[config.mk]
export PLATFORM = sky130hd
export DESIGN_NAME = priority_ready_queue
export DESIGN_NICKNAME = d
export VERILOG_FILES = /design/src/hw/rtl/prq_pkg.sv /design/src/hw/rtl/prq_ram.sv /design/src/hw/rtl/prq_levels.sv /design/src/hw/rtl/priority_ready_queue.sv
export SDC_FILE = /design/constraint.sdc
export NUM_CORES = 1
export LEC_CHECK = 0
export BUFFER_PORTS_ARGS = -buffer_cell sky130_fd_sc_hd__buf_2
export CAP_MARGIN = 20
export CORE_MARGIN = 2
export CORE_UTILIZATION = 40
export CTS_CLUSTER_SIZE = 10
export DETAILED_ROUTE_END_ITERATION = 12
export PLACE_DENSITY_LB_ADDON = 0.1
export REMOVE_ABC_BUFFERS = 1
export SYNTH_ARGS = -nofsm -noshare
export SYNTH_HDL_FRONTEND = slang
export SYNTH_HIERARCHICAL = 1
export SYNTH_SLANG_ARGS = --single-unit
[constraint.sdc]
create_clock -name clk -period 8.65 [get_ports clk]
set_clock_uncertainty 0.05 [all_clocks]
set_input_delay 0.4325 -clock clk [delete_from_list [all_inputs] [get_ports clk]]
set_output_delay 0.4325 -clock clk [all_outputs]
set_load 0.02 [all_outputs]
[src/hw/rtl/prq_pkg.sv]
// ----------------------------------------------------------------------------
// prq_pkg
// shared types and codes of the priority ready queue
// ----------------------------------------------------------------------------
package prq_pkg;

  // number of priority levels, 1..LEVELS, LEVELS highest
  localparam int LEVELS = 4;
  localparam int LVL_W  = $clog2(LEVELS);

  // payload field widths
  localparam int OP_W     = 1;
  localparam int TASK_W   = 5;
  localparam int PRIO_W   = 3;
  localparam int STATUS_W = 2;

  // stream data widths, rounded up to whole bytes
  localparam int IN_FIELDS_W  = OP_W + TASK_W + PRIO_W;
  localparam int OUT_FIELDS_W = STATUS_W + TASK_W + PRIO_W;
  localparam int IN_DATA_W    = ((IN_FIELDS_W + 7) / 8) * 8;
  localparam int OUT_DATA_W   = ((OUT_FIELDS_W + 7) / 8) * 8;

  // operation codes
  localparam logic [OP_W-1:0] OP_ENQ = 1'b0;
  localparam logic [OP_W-1:0] OP_DEQ = 1'b1;

  typedef enum logic [STATUS_W-1:0] {
    ST_OK      = 2'd0,
    ST_FULL    = 2'd1,
    ST_EMPTY   = 2'd2,
    ST_BADPRIO = 2'd3
  } status_t;

  typedef enum logic {
    FSM_IDLE = 1'b0,
    FSM_READ = 1'b1
  } fsm_state_t;

  // bookkeeping command from the controller to the level registers
  typedef struct packed {
    logic             enq;
    logic             deq;
    logic [LVL_W-1:0] lv;
  } lvl_cmd_t;

  // level status back to the controller
  typedef struct packed {
    logic              any_ready;
    logic [LVL_W-1:0]  top_lv;
    logic [LEVELS-1:0] full;
  } lvl_stat_t;

endpackage

[src/hw/rtl/prq_ram.sv]
// ----------------------------------------------------------------------------
// prq_ram
// generic single write port, single read port ram with registered read
// ----------------------------------------------------------------------------
module prq_ram #(
  parameter int WIDTH = 8,
  parameter int DEPTH = 16
) (
  input  logic                     clk,
  input  logic                     we,
  input  logic [$clog2(DEPTH)-1:0] waddr,
  input  logic [WIDTH-1:0]         wdata,
  input  logic                     re,
  input  logic [$clog2(DEPTH)-1:0] raddr,
  output logic [WIDTH-1:0]         rdata
);

  logic [WIDTH-1:0] mem [DEPTH];
  logic [WIDTH-1:0] rdata_r;

  always_ff @(posedge clk) begin
    if (we) begin
      mem[waddr] <= wdata;
    end
    if (re) begin
      rdata_r <= mem[raddr];
    end
  end

  assign rdata = rdata_r;

endmodule

[src/hw/rtl/prq_levels.sv]
// ----------------------------------------------------------------------------
// prq_levels
// head, tail and fill count of each level, priority pick and ram addresses
// ----------------------------------------------------------------------------
module prq_levels #(
  parameter int QUEUE_DEPTH = 32
) (
  input  logic                  clk,
  input  logic                  rst_n,
  input  prq_pkg::lvl_cmd_t     cmd,
  output prq_pkg::lvl_stat_t    stat,
  output logic [$clog2(prq_pkg::LEVELS*QUEUE_DEPTH)-1:0] wr_addr,
  output logic [$clog2(prq_pkg::LEVELS*QUEUE_DEPTH)-1:0] rd_addr
);

  localparam int IDX_W  = $clog2(QUEUE_DEPTH);
  localparam int CNT_W  = $clog2(QUEUE_DEPTH + 1);
  localparam int ADDR_W = $clog2(prq_pkg::LEVELS * QUEUE_DEPTH);

  logic [IDX_W-1:0] head_r  [prq_pkg::LEVELS];
  logic [IDX_W-1:0] tail_r  [prq_pkg::LEVELS];
  logic [CNT_W-1:0] count_r [prq_pkg::LEVELS];

  logic [IDX_W-1:0]  tail_nxt;
  logic [IDX_W-1:0]  head_nxt;
  logic [ADDR_W-1:0] base;

  function automatic logic [IDX_W-1:0] wrap_inc(input logic [IDX_W-1:0] idx);
    if (idx == IDX_W'(QUEUE_DEPTH - 1)) begin
      return '0;
    end
    return idx + IDX_W'(1);
  endfunction

  // highest non-empty level wins
  always_comb begin
    stat.any_ready = 1'b0;
    stat.top_lv    = '0;
    for (int i = 0; i < prq_pkg::LEVELS; i++) begin
      stat.full[i] = (count_r[i] == CNT_W'(QUEUE_DEPTH));
      if (count_r[i] != '0) begin
        stat.any_ready = 1'b1;
        stat.top_lv    = prq_pkg::LVL_W'(i);
      end
    end
  end

  assign tail_nxt = wrap_inc(tail_r[cmd.lv]);
  assign head_nxt = wrap_inc(head_r[cmd.lv]);
  assign base     = ADDR_W'(cmd.lv) * ADDR_W'(QUEUE_DEPTH);
  assign wr_addr  = base + ADDR_W'(tail_nxt);
  assign rd_addr  = base + ADDR_W'(head_r[cmd.lv]);

  always_ff @(posedge clk) begin
    if (!rst_n) begin
      for (int i = 0; i < prq_pkg::LEVELS; i++) begin
        head_r[i]  <= '0;
        tail_r[i]  <= IDX_W'(QUEUE_DEPTH - 1);
        count_r[i] <= '0;
      end
    end else if (cmd.enq) begin
      tail_r[cmd.lv]  <= tail_nxt;
      count_r[cmd.lv] <= count_r[cmd.lv] + CNT_W'(1);
    end else if (cmd.deq) begin
      head_r[cmd.lv]  <= head_nxt;
      count_r[cmd.lv] <= count_r[cmd.lv] - CNT_W'(1);
    end
  end

endmodule

[src/hw/rtl/priority_ready_queue.sv]
// ----------------------------------------------------------------------------
// priority_ready_queue
// strict-priority ready queue of task identifiers, one fifo per level
// ----------------------------------------------------------------------------
// usage:
//   in_* carries one operation per transaction: enqueue a task at the tail
//   of its level, or dequeue the head of the highest non-empty level.
//   out_* returns exactly one result per operation, in order: a status code,
//   the task handled and its level.
//   an enqueue result is registered in the cycle after acceptance; a dequeue
//   result passes the registered store ram read, then the result register.
//   sustained rate: one enqueue per cycle while results are taken; each
//   operation, a dequeue's store read too, is finished before the next is taken.
//   refused enqueues (invalid level, level full) and a dequeue with all
//   levels empty answer without a store read and change no state.
//   reset (rst_n low, synchronous) empties all levels at once; the store
//   itself needs no clearing, only written slots are ever read.
//   when the receiver stalls, the result waits in the output register and
//   in_tready drops until it is taken; a result taken in the same cycle
//   lets a new operation in.
// ----------------------------------------------------------------------------
module priority_ready_queue #(
  parameter int QUEUE_DEPTH = 32
) (
  input  logic                           clk,
  input  logic                           rst_n,
  input  logic                           in_tvalid,
  output logic                           in_tready,
  // fields from bit 0: operation[0], task_id[5:1], priority_req[8:6], zeros
  input  logic [prq_pkg::IN_DATA_W-1:0]  in_tdata,
  output logic                           out_tvalid,
  input  logic                           out_tready,
  // fields from bit 0: status[1:0], out_task_id[6:2], out_priority[9:7], zeros
  output logic [prq_pkg::OUT_DATA_W-1:0] out_tdata
);

  localparam int ADDR_W = $clog2(prq_pkg::LEVELS * QUEUE_DEPTH);

  // input field split
  logic [prq_pkg::OP_W-1:0]   in_op;
  logic [prq_pkg::TASK_W-1:0] in_task;
  logic [prq_pkg::PRIO_W-1:0] in_prio;

  assign in_op   = in_tdata[0];
  assign in_task = in_tdata[prq_pkg::TASK_W:1];
  assign in_prio = in_tdata[prq_pkg::OP_W+prq_pkg::TASK_W +: prq_pkg::PRIO_W];

  // control state
  prq_pkg::fsm_state_t state_r, state_nxt;
  logic                out_valid_r, out_valid_nxt;

  // result register and pending dequeue level
  prq_pkg::status_t           res_status_r, res_status_nxt;
  logic [prq_pkg::TASK_W-1:0] res_task_r, res_task_nxt;
  logic [prq_pkg::PRIO_W-1:0] res_prio_r, res_prio_nxt;
  logic [prq_pkg::PRIO_W-1:0] pend_prio_r, pend_prio_nxt;

  // handshake and decode
  logic                       accept;
  logic                       out_free;
  logic                       prio_ok;
  logic [prq_pkg::LVL_W-1:0]  enq_lv;
  logic                       read_done;

  // level bookkeeping and ram
  prq_pkg::lvl_cmd_t          cmd;
  prq_pkg::lvl_stat_t         stat;
  logic [ADDR_W-1:0]          wr_addr;
  logic [ADDR_W-1:0]          rd_addr;
  logic                       ram_we;
  logic                       ram_re;
  logic [prq_pkg::TASK_W-1:0] ram_rdata;

  assign out_free = !out_valid_r || out_tready;
  assign accept   = in_tvalid && in_tready;
  assign prio_ok  = (in_prio != '0) && (in_prio <= prq_pkg::PRIO_W'(prq_pkg::LEVELS));
  assign enq_lv   = prq_pkg::LVL_W'(in_prio - prq_pkg::PRIO_W'(1));

  // next state
  always_comb begin
    state_nxt = state_r;
    case (state_r)
      prq_pkg::FSM_IDLE: begin
        if (accept && in_op == prq_pkg::OP_DEQ && stat.any_ready) begin
          state_nxt = prq_pkg::FSM_READ;
        end
      end
      prq_pkg::FSM_READ: begin
        state_nxt = prq_pkg::FSM_IDLE;
      end
      default: begin
        state_nxt = prq_pkg::FSM_IDLE;
      end
    endcase
  end

  // fsm outputs
  always_comb begin
    in_tready = 1'b0;
    read_done = 1'b0;
    case (state_r)
      prq_pkg::FSM_IDLE: begin
        in_tready = out_free;
      end
      prq_pkg::FSM_READ: begin
        read_done = 1'b1;
      end
      default: begin
        in_tready = 1'b0;
      end
    endcase
  end

  // operation decode, level commands and result selection
  always_comb begin
    cmd            = '0;
    ram_we         = 1'b0;
    ram_re         = 1'b0;
    out_valid_nxt  = out_valid_r && !out_tready;
    res_status_nxt = res_status_r;
    res_task_nxt   = res_task_r;
    res_prio_nxt   = res_prio_r;
    pend_prio_nxt  = pend_prio_r;

    if (read_done) begin
      // store data for the dequeue issued last cycle
      out_valid_nxt  = 1'b1;
      res_status_nxt = prq_pkg::ST_OK;
      res_task_nxt   = ram_rdata;
      res_prio_nxt   = pend_prio_r;
    end else if (accept) begin
      out_valid_nxt = 1'b1;
      res_task_nxt  = '0;
      res_prio_nxt  = '0;
      if (in_op == prq_pkg::OP_ENQ) begin
        cmd.lv = enq_lv;
        if (!prio_ok) begin
          res_status_nxt = prq_pkg::ST_BADPRIO;
        end else if (stat.full[enq_lv]) begin
          res_status_nxt = prq_pkg::ST_FULL;
        end else begin
          cmd.enq        = 1'b1;
          ram_we         = 1'b1;
          res_status_nxt = prq_pkg::ST_OK;
          res_task_nxt   = in_task;
          res_prio_nxt   = in_prio;
        end
      end else begin
        cmd.lv = stat.top_lv;
        if (!stat.any_ready) begin
          res_status_nxt = prq_pkg::ST_EMPTY;
        end else begin
          // result comes next cycle from the ram
          out_valid_nxt = 1'b0;
          cmd.deq       = 1'b1;
          ram_re        = 1'b1;
          pend_prio_nxt = prq_pkg::PRIO_W'(stat.top_lv) + prq_pkg::PRIO_W'(1);
        end
      end
    end
  end

  always_ff @(posedge clk) begin
    if (!rst_n) begin
      state_r     <= prq_pkg::FSM_IDLE;
      out_valid_r <= 1'b0;
    end else begin
      state_r     <= state_nxt;
      out_valid_r <= out_valid_nxt;
    end
  end

  always_ff @(posedge clk) begin
    res_status_r <= res_status_nxt;
    res_task_r   <= res_task_nxt;
    res_prio_r   <= res_prio_nxt;
    pend_prio_r  <= pend_prio_nxt;
  end

  prq_levels #(
    .QUEUE_DEPTH(QUEUE_DEPTH)
  ) u_levels (
    .clk    (clk),
    .rst_n  (rst_n),
    .cmd    (cmd),
    .stat   (stat),
    .wr_addr(wr_addr),
    .rd_addr(rd_addr)
  );

  prq_ram #(
    .WIDTH(prq_pkg::TASK_W),
    .DEPTH(prq_pkg::LEVELS * QUEUE_DEPTH)
  ) u_store (
    .clk  (clk),
    .we   (ram_we),
    .waddr(wr_addr),
    .wdata(in_task),
    .re   (ram_re),
    .raddr(rd_addr),
    .rdata(ram_rdata)
  );

  assign out_tvalid = out_valid_r;
  assign out_tdata  = {
    {(prq_pkg::OUT_DATA_W - prq_pkg::OUT_FIELDS_W){1'b0}},
    res_prio_r, res_task_r, res_status_r
  };

  // a dequeue read is always followed by the read-data state
  a_read_follows: assert property (@(posedge clk) disable iff (!rst_n)
    ram_re |=> state_r == prq_pkg::FSM_READ)
    else $error("ram read not followed by read state");

  // the output register is free while the store data is in flight
  a_out_free_in_read: assert property (@(posedge clk) disable iff (!rst_n)
    state_r == prq_pkg::FSM_READ |-> !out_valid_r)
    else $error("output register busy during store read");

  // store write and read never fall in the same cycle
  a_no_rw_overlap: assert property (@(posedge clk) disable iff (!rst_n)
    !(ram_we && ram_re))
    else $error("store read and write overlap");

  // an ok result always names a level, a refused one never does
  a_prio_vs_status: assert property (@(posedge clk) disable iff (!rst_n)
    out_valid_r |-> ((res_status_r == prq_pkg::ST_OK) == (res_prio_r != '0)))
    else $error("result level inconsistent with status");

endmodule
# Yosys cells after proc, flatten, opt, wreduce, memory -nomap -nowiden
# Memory sizes are Yosys's and may differ from the RTL's. A register that Yosys moved wholly into a read port is not among the register bits.
# Cells that the tools add are included.
[word_totals]
ff_bits = 15
n_memories = 4
ram_bits = 704
[mem_list]
columns = ["memory", "depth", "word_bits", "read_ports", "rd_ports_with_merged_regs", "wr", "line", "source"]
rows = [
  ["u_store.mem", 128, 5, 1, 1, 1, "prq_ram.sv:18", "logic [WIDTH-1:0] mem [DEPTH];"],
  ["u_levels.count_r", 4, 6, 5, 0, 4, "prq_levels.sv:22", "logic [CNT_W-1:0] count_r [prq_pkg::LEVELS];"],
  ["u_levels.head_r", 4, 5, 1, 0, 4, "prq_levels.sv:20", "logic [IDX_W-1:0] head_r [prq_pkg::LEVELS];"],
  ["u_levels.tail_r", 4, 5, 1, 0, 4, "prq_levels.sv:21", "logic [IDX_W-1:0] tail_r [prq_pkg::LEVELS];"],
]
[op_classes]
add_sub_neg = 8
eq_ne = 7
reduce_logical = 19
bitwise = 3
n_mux = 66
n_lt_le_gt_ge = 2
[op_table]
columns = ["op", "count"]
rows = [
  ["$mux 5", 11],
  ["$mux 1", 33],
  ["$mux 3", 9],
  ["$eq 6x6->1 const B", 4],
  ["$reduce_bool 6->1", 4],
  ["$add 7x5->7", 2],
  ["$mux 2", 7],
  ["$mux 6", 2],
  ["$add 5x1->5 const B", 2],
  ["$eq 5x5->1 const B", 2],
  ["$reduce_or 5->1", 2],
  ["$mux 4", 2],
  ["$add 6x1->6 const B", 1],
  ["$reduce_or 6->1", 1],
  ["$sub 6x1->6 const B", 1],
  ["$logic_and 1x1->1", 5],
  ["$reduce_and 4->1", 1],
  ["$add 2x1->3 const B", 1],
  ["$le 3x3->1 const B", 1],
  ["$lt 2x3->1 const B", 1],
  ["$reduce_bool 3->1", 1],
  ["$bmux 1 s2", 1],
  ["$logic_not 1->1", 2],
  ["$ne 2x2->1 const B", 1],
  ["7 further kinds", 8],
]

# Logic depth before layout (Yosys ltp)
# Gate-level depths: netlist (run 1).
# An unclocked memory read counts as a cell.
[logic_depth]
depth_word = 17
mapped_depth = 17
mapped_depth_nobuf = 15

# By module
# The synthesis (run 1) kept the hierarchy.
[by_module_without_submodules]
columns = ["module", "seq_area_each_um2", "instances", "area_each_um2", "cells_per_inst"]
rows = [
  ["prq_ram", 19368.6, 1, 25110.3, 1090],
  ["prq_levels", 1921.8, 1, 3310.7, 253],
  ["priority_ready_queue", 410.4, 1, 828.3, 78],
]

# Worst setup path after synthesis (run 1)
# No wires, ideal clock.
[synth_timing]
path_kind = "register -> register"
from = "mem u_levels/count_r[2][1] (netlist bit)"
to = "reg u_store.rdata_r[0] (netlist: u_store/rdata[0]) (read register of u_store.mem) (data pin)"
t_required_ns = 8.340
n_path_buf = 2
synth_period_minus_slack_ns = 4.829
path_stages_with_launch = 12
setup_slack_ns = 3.821
setup_time_ns = 0.260
t_arrival_ns = 4.519
path_cell_list = "edfxtp_1 > or4_1 > o41ai_1 > a21oi_1 > nor2_1 > mux4_1 > buf_2 > buf_1 > mux4_2 > mux4_2 > mux4_2 > mux2_2"
[synth_rtl]
columns = ["element", "line", "source"]
rows = [
  ["start, declared", "prq_levels.sv:22", ""],
  ["end, declared", "prq_ram.sv:19", "logic [WIDTH-1:0] rdata_r;"],
]

==> results.yml, run 1 <==
pwr:
  power_density_nw_per_um2: 236.4
  leakagePower_nw: 9.923
  vdd_drop_max_uv: 151.7
  power_mw: 7.741
synth:
  synth-async-reset-ratio_pct: 0
  yosysWarnings: 6
  syn_area_per_cell_sq_um: 20.58
  synth_top_area_share_pct: 73.92
  syn-cell-area_sq_um: 29250
  synth_cell_types: 51
  synth-seq-cells: 724
  synth_common_cells: "edfxtp_1 (720), mux4_2 (219), nor2_1 (164)"
  ys_top_cells_by_area: "edfxtp_1 (74%), mux4_2 (17%), nor2_1 (2.1%), mux4_1 (0.63%), clkbuf_1 (0.54%)"
  ys.flop_type: "edfxtp_1"
  synth_most_common_cell: "edfxtp_1"
  synth-edff-count: 720
  synthCells: 1421
  yosysSeqAreaShare_pct: 74.19
  synth_area_leader_cell: "edfxtp_1"
cts:
  cts_buffers: 84
  clkTransAtPathRegs_ns: 0.05
  htreeDepth: 3
  clk_path_buf_depth: 3
  clock-sinks: 724
  postCtsHoldBufs: 0
  cts_tree: "done"
  post-cts-setup-buffer-count: 0
  insertion_delay_ns: 0.62
  cts_root_buffer: "clkbuf_16"
  ctsResizeCount: 0
timing:
  fmax_mhz: 155.4
  setup_violations: 0
  report.final.slew_viol_count: 0
  maxSlewHeadroom_pct: 30.87
  fin_crit_sh_pct: 74.40
  tightest_slew_ns: 1.037
  hold_violations: 0
  period_needed_ns: 6.436
  grt_setup_unrepaired: "false"
grt:
  grt_overflow: 0
  grt_pass1_vias: 14450
  grt_pass1_wl_microns: 99140
  grt.busiest_layer: "met2"
  use_met3_pct: 3.652
  grt_util_all_layers_pct: 18.41
  grt.met1_usage_pct: 25.43
  grt_antenna_before_repair: 2
  grt_max_degree: 100
  groute.layer.met2.usage_pct: 29.77
drt:
  drt_iter0_markers: 1200
  post-route-drc-count: 0
  via_per_inst: 5.602
  ant_nets: 0
  first_pass_iters: 5
  wire_per_inst_microns: 27.48
  num_vias: 13800
  drt_wl_total_microns: 67700
place:
  dp_hpwl_microns: 40390
  io_buffers: 24
  gp_congestion: 0.7664
  dp_cells: 2348
setup_path:
  crit_arrival_ns: 6.75
  critPathMaxFanout: 67
  end_kind: "flop"
  crit_start: "u_levels/count_r[2][1]"
  timing.rr.start: "u_levels/count_r[2][1]"
  reg2reg_depth: 11
  worstSetupStartpointType: "flop"
  critical_path_required_ns: 8.97
  r2r_end: "u_store/rdata[4]"
  cp-endpoint: "u_store/rdata[4]"
  critical_path_class: "flop to flop"
  regToRegSetupSlack_ns: 2.21
worst_hold_path:
  hold_path_class: "primary input to flop"
outcome:
  status: "complete, no violations"
die:
  pin_count: 38
  dieArea_sq_um: 75300
  num_rows: 99
  initial_core_util_pct: 40.23
  core_sq_um: 72710
  die_w_microns: 274.4
  die_h_microns: 274.4
finish:
  fillers: 6145
  drive_above_1_share_pct: 25.38
  fin_nets: 1506
  diodes: 0
  instances_no_fill: 2464
  syn2layout_area_growth_pct: 11.94
job:
  maxCapViolCount: 0
[worst max-delay path, cell delays in order, from the launching register on]
cell      delay, ns
edfxtp_1       0.39
or4_1          0.59
o41ai_1        0.51
a21oi_1        0.20
nor2_4         0.30
buf_4          0.49
mux4_4         0.89
buf_12         0.52
mux4_2         0.64
mux4_2         0.57
mux4_2         0.57
mux2_2         0.30
[registers in the layout (all words and copies together), names as in the netlist]
| register | cells |
|---|---|
| u_store/mem | 640 |
| state_r | 1 |
| u_levels/head_r | 20 |
| pend_prio_r | 3 |
| out_tvalid | 1 |
| res_task_r | 5 |
| u_levels/count_r | 24 |
| u_store/rdata | 5 |
| u_levels/tail_r | 20 |
| res_status_r | 2 |
| res_prio_r | 3 |
[worst min path at each step]
stage | cells after the start | endpoint | start | slack (ns)
floorplan | 2 | res_prio_r[2] | pend_prio_r[2] | 0.44
global placement | 2 | res_status_r[1] | res_status_r[1] | 0.48
detailed placement | 2 | res_prio_r[2] | pend_prio_r[2] | 0.48
CTS | 3 | res_prio_r[2] | in_tdata[8] | 0.12
global route | 3 | res_prio_r[2] | in_tdata[8] | 0.17
finish | 3 | res_prio_r[2] | in_tdata[8] | 0.15
[layout make-up]
class                      count  area, sq um  area share (%)
clock buffer                 107         2251           6.875
clock inverter                 8        63.81          0.1949
inverter                      17        63.81          0.1949
multi-input combinational    601         7113           21.72
sequential                   724        21700           66.28
tap                          959         1200           3.665
timing repair buffer          48        350.3           1.070
[layer usage]
metal	wire length [microns]	vias up
li1	-	5922
met1	29810	7460
met2	32890	329
met3	3336	93
met4	1656	0
met5	0	-
[power breakdown]
part	total (mW)	internal (mW)	switching (mW)
sequential	3.90	3.89	0.0113
combinational	0.732	0.302	0.430
clock	3.11	1.80	1.30
total	7.74	6.00	1.75
[cells by family after synthesis]
family,Yosys count,synth area share [%]
AO/OA/AOI/OAI,33,0.8000
XOR/XNOR,9,0.2695
adder cells (fa/ha/maj),10,0.4534
buffers and inverters,101,1.621
flip-flops,724,74.19
multiplexers,234,17.79
other,1,0.01282
AND/OR/NAND/NOR,309,4.864
[stage by stage]
| step | area, sq um | worst slack (ns) | setup TNS, ns | util, % | hold slack [ns] |
|---|---|---|---|---|---|
| 3_3_place_gp | 30420 | 2.187 | 0 | 41.84 | 0.4809 |
| 3_5_place_dp | 30420 | 2.168 | 0 | 41.84 | 0.4844 |
| 4_1_cts | 32740 | 2.170 | 0 | 45.02 | 0.1174 |
| 6_report | 32740 | 2.214 | 0 | 45.03 | 0.1543 |
| 2_1_floorplan | 28860 | -3.166 | -62.21 | - | 0.4427 |
| 5_1_grt | 32740 | 1.896 | 0 | 45.03 | 0.1690 |
[cells in the final DEF, fill, tap and decap left out, drive strengths merged, types with 3 or more instances in the layout]
cell type,instances
nor2b,14
conb,6
nand4,3
dfxtp,4
nand2,33
nor2,164
or2,5
edfxtp,720
nor3,23
nand2b,8
and2,11
nand3,20
a21oi,5
clkbuf,108
a22o,7
or4,4
mux2i,3
o21ai,8
xnor2,6
or3,13
mux4,226
xor2,3
inv,20
buf,47
clkinv,5
mux2,5
ha,9
Note: power is estimated with default switching activity, not from simulation.
==> inputs of run 2 (changes only) <==
Clock period 8.65 ns to 6.7 ns, I/O delays scaled along.
==> run 2 against run 1 <==
Utilization grew 0.44 points; sequential cell count is the same; design area increased by 0.97%; sequential share of layout area fell by 0.64 points; worst setup slack lost 1.5 ns; highest routed layer is now met5; sequential power is 29% higher; critical path type unchanged; via count increased by 1.1%; first-iteration DRC count is 6.4% lower; global-route usage grew 0.13 points.
==> results.yml, run 2 (synthesis gave the netlist of run 1 again) <==
place:
  place_area_sq_um: 30730
  dp_hpwl_microns: 42250
  gp_congestion: 0.7782
  dp_cells: 2380
  pre_cts_ws_ns: 0.6693
  io_buffers: 24
timing:
  maxSlewHeadroom_pct: 30.76
  final.setup.tns_ns: 0
  final.setup.worst_slack_ns: 0.7518
  tightest_slew_ns: 1.039
  whs_ns: 0.06766
  hold_violations: 0
  grt_setup_unrepaired: "false"
  fin_crit_sh_pct: 88.78
  report.final.slew_viol_count: 0
  period_needed_ns: 5.948
  setup_violations: 0
  fmax_mhz: 168.1
setup_path:
  critical_path_required_ns: 7.02
  crit_arrival_ns: 6.27
  critical_path_class: "flop to flop"
  reg2reg_depth: 10
  worstSetupStartpointType: "flop"
  critPathMaxFanout: 25
  end_kind: "flop"
cts:
  cts_tree: "done"
  clk_path_buf_depth: 3
  clkTransAtPathRegs_ns: 0.06
  postCtsHoldBufs: 0
  insertion_delay_ns: 0.64
  cts_root_buffer: "clkbuf_16"
  ctsResizeCount: 0
  cts_buffers: 84
  htreeDepth: 3
  post-cts-setup-buffer-count: 0
  clock-sinks: 724
grt:
  grt_pass1_vias: 14800
  grt_antenna_before_repair: 2
  grt_max_degree: 98
  grt_overflow: 0
  grt_pass1_wl_microns: 100200
  grt_util_all_layers_pct: 18.53
die:
  pin_count: 38
  initial_core_util_pct: 40.23
  dieArea_sq_um: 75300
  die_h_microns: 274.4
  num_rows: 99
  core_sq_um: 72710
  die_w_microns: 274.4
worst_hold_path:
  hold_path_class: "primary input to flop"
  hold_depth: 3
drt:
  drt_wl_total_microns: 67610
  ant_nets: 0
  via_per_inst: 5.594
  post-route-drc-count: 0
  num_vias: 13950
  wire_per_inst_microns: 27.11
  first_pass_iters: 5
  drt_iter0_markers: 1123
finish:
  top_register: "u_store/mem"
  diodes: 0
  final_core_util_pct: 45.47
  layout_common_cells: "edfxtp_1 (720), mux4_2 (219), nor2_1 (162)"
  design_area_sq_um: 33060
  drive_above_1_share_pct: 26.91
  reg.largest.list: "u_store/mem (640), u_levels/count_r (24)"
  largest_reg_flops: 640
  final_common_cell: "edfxtp_1"
  syn2layout_area_growth_pct: 13.03
  fin_nets: 1537
  instances_no_fill: 2494
pwr:
  vdd_drop_max_uv: 183.2
  power_density_nw_per_um2: 303.0
  leakagePower_nw: 10.12
  power_mw: 10.02
outcome:
  status: "complete, no violations"
job:
  maxCapViolCount: 0
## run 2: per-layer routing
| metal | up-vias | routed length [microns] | GRT usage (%) |
|---|---|---|---|
| li1 | 5976 | - | - |
| met1 | 7540 | 30040 | 25.96 |
| met2 | 326 | 33060 | 30.10 |
| met3 | 106 | 2764 | 3.013 |
| met4 | 4 | 1721 | 5.420 |
| met5 | - | 28 | 0 |
## run 2: power breakdown
group | switching, mW | internal (mW)
Combinational | 0.549 | 0.410
Clock | 1.71 | 2.30
Sequential | 0.0150 | 5.03
## run 2: path summary, 6_finish.rpt
path | startpoint | to | slack [ns]
max | u_levels/count_r[2][1] | u_store/rdata[3] | 0.75
max reg2reg | u_levels/count_r[2][1] | u_store/rdata[3] | 0.75
min | in_tdata[8] | res_prio_r[2] | 0.07
min reg2reg | u_store/rdata[4] | res_task_r[4] | 0.48
## run 2: final cells by class
class,instances,area [sq um]
fillers,6093,39650
flip-flops and latches,724,21700
multi-input cells,601,7111
clock buffers,103,2205
well taps,959,1200
repair buffers,79,658.1
clock inverters,11,122.6
inverters,17,63.81
## run 2: critical path, cell delays in order, from the launching register on
cell      delay, ns
edfxtp_1       0.38
or4_1          0.58
o41ai_1        0.57
a21oi_1        0.21
nor2_4         0.47
mux4_4         1.06
buf_4          0.40
mux4_2         0.51
mux4_2         0.55
mux4_2         0.56
mux2_2         0.29
